<file path="src/hw/rtl/watchpoint_slot_table_macros.svh">
// ----------------------------------------------------------------------------
// Watchpoint slot table assertion macros
// Short forms for the concurrent checks of the slot table top level.
// ----------------------------------------------------------------------------
`ifndef WATCHPOINT_SLOT_TABLE_MACROS_SVH
`define WATCHPOINT_SLOT_TABLE_MACROS_SVH

// A condition that must hold at every clock edge out of reset.
`define WST_ASSERT_ALWAYS(label, cond, msg) \
    label: assert property (@(posedge i_clk) disable iff (!i_rst_n) (cond)) \
        else $error(msg);

// A consequence that must hold in the same cycle as its trigger.
`define WST_ASSERT_IMPLIES(label, ante, cons, msg) \
    label: assert property (@(posedge i_clk) disable iff (!i_rst_n) (ante) |-> (cons)) \
        else $error(msg);

// A consequence that must hold in the cycle after its trigger.
`define WST_ASSERT_NEXT(label, ante, cons, msg) \
    label: assert property (@(posedge i_clk) disable iff (!i_rst_n) (ante) |=> (cons)) \
        else $error(msg);

`endif

</file>
<file path="src/hw/rtl/wst_pkg.sv">
// ----------------------------------------------------------------------------
// Watchpoint slot table package
// Sizes, request codes, flag bits and the packet that walks the slot chain.
// ----------------------------------------------------------------------------
package wst_pkg;

    // Table size and derived widths.
    localparam int SLOTS  = 4;
    localparam int SLOT_W = (SLOTS > 1) ? $clog2(SLOTS) : 1;
    localparam int CNT_W  = $clog2(SLOTS + 1);
    localparam int NSTAT  = 5;

    // Request codes, also used as the operation of a chain packet.
    localparam logic [2:0] REQ_CLAIM    = 3'd0;
    localparam logic [2:0] REQ_RELEASE  = 3'd1;
    localparam logic [2:0] REQ_TRIP     = 3'd2;
    localparam logic [2:0] REQ_ROTATE   = 3'd3;
    localparam logic [2:0] REQ_CLEAR    = 3'd4;
    localparam logic [2:0] REQ_READ     = 3'd5;
    localparam logic [2:0] REQ_OCCUPIED = 3'd6;
    localparam logic [2:0] REQ_STATS    = 3'd7;

    // Slot flag values and bit positions.
    localparam logic [2:0] FLAG_OCC     = 3'b001;
    localparam logic [2:0] FLAG_REL     = 3'b010;
    localparam logic [2:0] FLAG_TRIP    = 3'b100;
    localparam int         FLAG_REL_BIT = 1;

    // Statistics counter numbers.
    localparam int STAT_CLAIMS    = 0;
    localparam int STAT_DROPS     = 1;
    localparam int STAT_RELEASES  = 2;
    localparam int STAT_TRIPS     = 3;
    localparam int STAT_ROTATIONS = 4;

    // Contents of one slot; also the read data carried back by a packet.
    typedef struct packed {
        logic [63:0] address;
        logic [63:0] value;
        logic [63:0] alloc_site;
        logic [63:0] armed_tick;
        logic [63:0] free_tick;
        logic [31:0] generation;
        logic [2:0]  flags;
        logic [31:0] thread;
        logic        was_code;
    } t_slot;

    // Packet that passes from cell to cell, one cell per cycle.
    typedef struct packed {
        logic              vld;
        logic [2:0]        op;
        logic [63:0]       address;
        logic [63:0]       value;
        logic              was_code;
        logic [63:0]       alloc_site;
        logic [63:0]       tick;
        logic [31:0]       generation;
        logic [31:0]       thread;
        logic [7:0]        idx;
        logic [SLOT_W-1:0] pos;
        logic              done;
        logic [SLOT_W-1:0] hit;
        logic [CNT_W-1:0]  cnt;
        logic              min_vld;
        logic [63:0]       min_tick;
        logic [63:0]       min_addr;
        t_slot             rd;
    } t_pkt;

endpackage

</file>
<file path="src/hw/rtl/wst_cell.sv">
// ----------------------------------------------------------------------------
// Watchpoint slot cell
// Holds one slot, applies the passing request to it and forwards the packet.
// ----------------------------------------------------------------------------
module wst_cell (
    input  logic          i_clk,
    input  logic          i_rst_n,
    input  wst_pkg::t_pkt i_pkt,
    output wst_pkg::t_pkt o_pkt
);

    wst_pkg::t_slot r_slot;
    wst_pkg::t_slot n_slot;
    wst_pkg::t_pkt  r_pkt;
    wst_pkg::t_pkt  n_pkt;
    logic           w_live;
    logic           w_here;

    // A slot is live when it holds an address and has not been released.
    assign w_live = (r_slot.address != 64'd0) && !r_slot.flags[wst_pkg::FLAG_REL_BIT];
    assign w_here = (8'(i_pkt.pos) == i_pkt.idx);

    // Apply the request to this slot and update the carried results.
    always_comb begin
        n_slot     = r_slot;
        n_pkt      = i_pkt;
        n_pkt.pos  = i_pkt.pos + wst_pkg::SLOT_W'(1);
        if (i_pkt.vld) begin
            unique case (i_pkt.op)
                wst_pkg::REQ_CLAIM: begin
                    if (!i_pkt.done && !w_live) begin
                        n_slot.address    = i_pkt.address;
                        n_slot.value      = i_pkt.value;
                        n_slot.was_code   = i_pkt.was_code;
                        n_slot.alloc_site = i_pkt.alloc_site;
                        n_slot.armed_tick = i_pkt.tick;
                        n_slot.free_tick  = 64'd0;
                        n_slot.generation = i_pkt.generation;
                        n_slot.thread     = i_pkt.thread;
                        n_slot.flags      = wst_pkg::FLAG_OCC;
                        n_pkt.done        = 1'b1;
                        n_pkt.hit         = i_pkt.pos;
                    end
                end
                wst_pkg::REQ_RELEASE: begin
                    if (!i_pkt.done && w_live && (r_slot.address == i_pkt.address)) begin
                        n_slot.flags      = r_slot.flags | wst_pkg::FLAG_REL;
                        n_slot.armed_tick = i_pkt.tick;
                        n_slot.free_tick  = i_pkt.tick;
                        n_pkt.done        = 1'b1;
                    end
                end
                wst_pkg::REQ_TRIP: begin
                    if (w_here) begin
                        n_slot.flags      = r_slot.flags | wst_pkg::FLAG_TRIP;
                        n_slot.armed_tick = i_pkt.tick;
                    end
                end
                wst_pkg::REQ_ROTATE: begin
                    // Strictly smaller keeps the lowest index on a tie.
                    if (w_live && (!i_pkt.min_vld || (r_slot.armed_tick < i_pkt.min_tick))) begin
                        n_pkt.min_vld  = 1'b1;
                        n_pkt.min_tick = r_slot.armed_tick;
                        n_pkt.min_addr = r_slot.address;
                    end
                end
                wst_pkg::REQ_CLEAR: begin
                    if (!r_slot.flags[wst_pkg::FLAG_REL_BIT]) begin
                        if (r_slot.address != 64'd0) begin
                            n_pkt.cnt = i_pkt.cnt + wst_pkg::CNT_W'(1);
                        end
                        n_slot.address    = 64'd0;
                        n_slot.value      = 64'd0;
                        n_slot.was_code   = 1'b0;
                        n_slot.alloc_site = 64'd0;
                        n_slot.flags      = wst_pkg::FLAG_REL;
                        n_slot.armed_tick = i_pkt.tick;
                        n_slot.free_tick  = i_pkt.tick;
                    end
                end
                wst_pkg::REQ_READ: begin
                    if (w_here && (r_slot.address != 64'd0)) begin
                        n_pkt.done = 1'b1;
                        n_pkt.rd   = r_slot;
                    end
                end
                wst_pkg::REQ_OCCUPIED: begin
                    if (w_live) begin
                        n_pkt.cnt = i_pkt.cnt + wst_pkg::CNT_W'(1);
                    end
                end
                default: begin
                end
            endcase
        end
    end

    // Slot storage and the forwarding register towards the next cell.
    always_ff @(posedge i_clk) begin
        if (!i_rst_n) begin
            r_slot <= '0;
            r_pkt  <= '0;
        end else begin
            r_slot <= n_slot;
            r_pkt  <= n_pkt;
        end
    end

    assign o_pkt = r_pkt;

endmodule

</file>
<file path="config.mk">
export PLATFORM = sky130hd
export DESIGN_NAME = wst_cell
export DESIGN_NICKNAME = d
export VERILOG_FILES = /design/src/hw/rtl/watchpoint_slot_table_macros.svh /design/src/hw/rtl/wst_pkg.sv /design/src/hw/rtl/wst_cell.sv
export SDC_FILE = /design/constraint.sdc
export NUM_CORES = 2
export LEC_CHECK = 0
export BUFFER_PORTS_ARGS = -buffer_cell sky130_fd_sc_hd__buf_2
export CORE_AREA = 2 2 666 668
export CTS_BUF_LIST = sky130_fd_sc_hd__clkbuf_2
export DETAILED_ROUTE_END_ITERATION = 6
export DIE_AREA = 0 0 668 670
export MAX_ROUTING_LAYER = met4
export PLACE_DENSITY_LB_ADDON = 0.05
export RECOVER_POWER = 50
export SYNTH_ARGS = -nofsm -noshare
export SYNTH_HDL_FRONTEND = slang
export SYNTH_SLANG_ARGS = --single-unit
export TNS_END_PERCENT = 1
</file>
<file path="constraint.sdc">
create_clock -name i_clk -period 2.8 [get_ports i_clk]
set_input_delay 0.84 -clock i_clk [delete_from_list [all_inputs] [get_ports i_clk]]
set_output_delay 0.84 -clock i_clk [all_outputs]
set_load 0.05 [all_outputs]
</file>
# ---- Word-level counts from Yosys, hierarchy flattened
# Index checks and enable logic that the tools add are counted.
dict set report word_totals {
  reg_bits 1246
  out_inout_bits 858
}
dict set report op_classes {
  n_lt_le_gt_ge 1
  n_bitwise 2
  reduce_logical 24
  eq_ne 12
  mux 27
  add_sub_neg 2
}
# operator count
set op_table {}
lappend op_table {{2-to-1 mux 388 bit} 3}
lappend op_table {{2-to-1 mux 523 bit} 1}
lappend op_table {{case mux 192 bit (2 select lines)} 1}
lappend op_table {{2-to-1 mux 320 bit} 1}
lappend op_table {{2-to-1 mux 129 bit} 2}
lappend op_table {{case mux 64 bit (4 select lines)} 1}
lappend op_table {{case mux 64 bit (3 select lines)} 1}
lappend op_table {{2-to-1 mux 128 bit} 1}
lappend op_table {{== test 64 bit} 1}
lappend op_table {{< comparator 64 bit} 1}
lappend op_table {{2-to-1 mux 64 bit} 1}
lappend op_table {{nonzero test 64 bit} 1}
lappend op_table {{2-to-1 mux 3 bit} 6}
lappend op_table {{AND reduction 6 bit} 3}
lappend op_table {{case mux 3 bit (4 select lines)} 1}
lappend op_table {{AND reduction 5 bit} 2}
lappend op_table {{== test 3 bit, second input constant} 3}
lappend op_table {{== test 2 x 8 -> 1 bit} 1}
lappend op_table {{!= test 2 bit, second input constant} 4}
lappend op_table {{== test 3 x 2 -> 1 bit, second input constant} 2}
lappend op_table {{logical AND 1 bit} 6}
lappend op_table {{case mux 3 bit (2 select lines)} 1}
lappend op_table {{nonzero test 3 bit} 2}
lappend op_table {{zero test 1 bit} 4}
lappend op_table {{other kinds (14)} 18}

# ---- Depth between registers and ports, before layout
dict set report logic_depth {
  ltp_word 7
  mapped_depth 11
  mapped_depth_nobuf 9
}

# ---- Worst setup path before layout
# No wires, ideal clock.
dict set report synth_path {
  path_type {in2reg}
  startpoint {in i_pkt[491] (netlist name)}
  endpoint {reg r_pkt (netlist bit o_pkt[391])}
  setup_ns 0.072
  path_stages 11
  setup_slack_ns -0.180
  t_arrival_ns 2.909
  n_path_buf 2
  required_time_ns 2.728
  path_cell_list {inv_1 > ha_1 > a211oi_1 > o21ai_0 > o221ai_1 > a21oi_1 > o41ai_1 > o211a_1 > buf_2 > buf_4 > mux2i_1}
}
dict set report synth_between {
  elab_chain_len 6
}
# item line_no
set synth_lines {}
lappend synth_lines {{start, declared} wst_cell.sv:8} ;# input wst_pkg::t_pkt i_pkt,
lappend synth_lines {{< comparator 64 bit} wst_cell.sv:61} ;# if (w_live && (!i_pkt.min_vld || (r_slot.armed_tick < i_pkt.min_tick))) begin
lappend synth_lines {{logical OR 1 bit} wst_cell.sv:61}
lappend synth_lines {{logical AND 1 bit} wst_cell.sv:61}
lappend synth_lines {{2-to-1 mux 129 bit} wst_cell.sv:61}
lappend synth_lines {{2-to-1 mux 129 bit} wst_cell.sv:29} ;# unique case (i_pkt.op)
lappend synth_lines {{2-to-1 mux 523 bit} wst_cell.sv:28} ;# if (i_pkt.vld) begin
lappend synth_lines {{end signal, assigned} wst_cell.sv:105} ;# r_pkt <= n_pkt;
lappend synth_lines {{end, declared} wst_cell.sv:14} ;# wst_pkg::t_pkt r_pkt;
# No other way between the ends.
# A chain may end at the register's enable or synchronous reset.

==> impl_metrics.toml <==
[outcome]
status = "finished with violations"
violations = "setup timing"

[detailed_routing]
drc = 0
dr.pass1.iters = 5
wl_per_cell_um = 22.7
vias = 53800
viasPerCell = 3.39
wl_um = 360000
antenna_left = 0
drtIter0Drc = 1752

[yosys]
syn-cell-area_um2 = 45100
ys_seq_area_share_pct = 55.3
synthTopCellsByCount = "nand2_1 (1315), dfxtp_1 (1246), a21boi_0 (457), and2_1 (338), clkbuf_1 (230)"
ys_warn_count = 0
synth.most_common_cell = "nand2_1"
synth_edf_count = 0
synthCells = 4726
synth_nets = 5650
yosys_register_bits = 1246
ys_top_cells_by_area = "dfxtp_1 (55%), nand2_1 (11%), a21boi_0 (7.6%)"
netlist-cell-type-count = 57
synth_top_flop_cell = "dfxtp_1"
synth_top_area_share_pct = 55.3
synth_area_per_cell_um2 = 9.55
synth_area_leader_cell = "dfxtp_1"
async_flop_share_pct = 0

[die]
rows = 244
dieWidth_um = 668
die_h_um = 670
dieArea_um2 = 448000
start_util_pct = 10.3
coreArea_um2 = 440000
num_io_pins = 1718

[placement]
pre_cts_ws_ps = -1220
gp_congestion = 0.836
hpwl_um = 278000
place_area_um2 = 64800
placedCellCount = 12600
portBuffers = 1717

[cts]
clkTransAtPathRegs_ps = 90
numCtsBuffers = 420
cts_root_buf = "clkbuf_2"
cts_buffer_depth = 4
clock_latency_ps = 1920
clock_sinks = 1246
cts_tree = "built"
cts.htree.levels = 5

[layout]
fin_nets = 10500
fin_area_um2 = 98600
drive_above_1_share_pct = 34.6
instances_no_fill = 15800
areaGrowthSynthToFinish_pct = 118
utilization_pct = 22.4

[timing]
worstMarginPinSlew_ps = 1480
tns_ps = -637350
fin_ws_ps = -778
finalCriticalPeriod_ps = 3580
fin_skew_ps = 206
period_share_pct = 128
rsz0062_at_grt = "true"
setup_viol = 1909
fmax_mhz = 280
hold_viol_final = 0
maxSlewViolCount = 0
relSlewSlack_pct = 1.55
whs_ps = 393

[min_path]
hold_class = "reg2reg"
worstHoldStart = "r_slot[281]$_SDFFE_PN0P_"

[run]
max-cap-violations = 0

[grt]
grt_first_pass_wirelength_um = 488000
antenna_found_initial = 105
gr-total-overflow = 0
grt_pass1_vias = 59300
grt_max_degree = 120
track_usage_pct = 16.0

[pwr]
p_leak_nw = 42.4
power_density_nw_per_um2 = 469
ir_drop_uv = 285
p_total_mw = 46.2

[critical_path]
critPathKind = "in2reg"
cp_slowest_cell = "clkbuf_4"
setup.worst_path.start_class = "input port"
endpoint_kind = "flip-flop"
rr_startpoint = "r_slot[342]$_SDFFE_PN0P_"
crit_arrival_ps = 5290
crit_path_max_fanout = 63
crit_chain = "dlygate4sd3_1 -> dlygate4sd3_1 -> buf_8 -> clkbuf_2 -> clkbuf_2 -> clkbuf_4 -> nand2_1 -> dlygate4sd3_1 -> mux2i_1"
path_common_cell = "dlygate4sd3_1"
crit_start = "i_rst_n"
cpPeakStageDelay_ps = 780
crit_required_ps = 4510
[worst paths after layout]
| path | to | slack (ps) | depth (start not counted) |
|---|---|---|---|
| hold / removal | o_pkt[281]$_SDFF_PN0_ | 390 | 2 |
| setup / recovery | o_pkt[477]$_SDFF_PN0_ | -780 | 9 |
| setup reg to reg | o_pkt[477]$_SDFF_PN0_ | -580 | 11 |
| hold reg to reg | o_pkt[281]$_SDFF_PN0_ | 390 | 2 |
[layout by cell type (no fill, tap or decap), drive strengths merged, types with 66 or more instances in the layout]
cell         count
clkbuf         648
and2           338
nand2         1315
buf           2278
dlygate4sd3   2469
clkinv          66
dfxtp         1246
diode           67
inv             79
mux2i          194
a22oi          196
a21boi         458
nor2b          200
[what timing repair did]
item | 4_1_cts | 5_1_grt
endpoints found under the hold margin | 1246 | 0
resized for setup | 980 | 986
pin swaps | 0 | 0
hold buffers | 2471 | 0
endpoints found under the setup margin | 1765 | 1767
buffers inserted | 0 | 0
[routing by layer]
| layer | global-route usage, % | routed length [µm] | vias to the layer above |
|---|---|---|---|
| met5 | - | 0 | - |
| met1 | 18.1 | 147000 | 26000 |
| li1 | - | - | 25600 |
| met3 | 3.88 | 21500 | 591 |
| met4 | 4.40 | 11200 | 0 |
| met2 | 28.0 | 180000 | 1616 |
[power breakdown]
part	total, mW	switching, mW	leakage, nW	internal, mW
Clock	16.3	9.97	2.84	6.30
Sequential	19.0	0.464	10.4	18.5
Combinational	10.9	5.87	29.2	5.05
Total	46.2	16.3	42.4	29.9
[state kept, by name, indices dropped and copies added, names as in the netlist]
signal	flops
o_pkt	858
r_slot	388
[cells by family after synthesis]
family / synth area share, %
compound gates: 13.2
mux: 4.30
flops: 55.3
simple gates: 19.9
buf+inv: 4.15
xor+xnor: 1.36
fa+ha+maj: 1.77
[cell type report]
class                   count  area (µm²)
diodes                     67         168
clock buffers             630        3150
clock inverters            88         513
fillers                 49100      342000
inverters                  66         248
multi-input cells        3080       18400
flip-flops and latches   1246       25500
well taps                5904        7390
repair buffers           4765       43100
[critical path: cells and delay by family]
kind	cells	cell delay [ps]
buffers and inverters	7	4080
and+or+nand+nor	1	100
muxes	1	160
No activity file was read; power rests on OpenSTA's default activity.
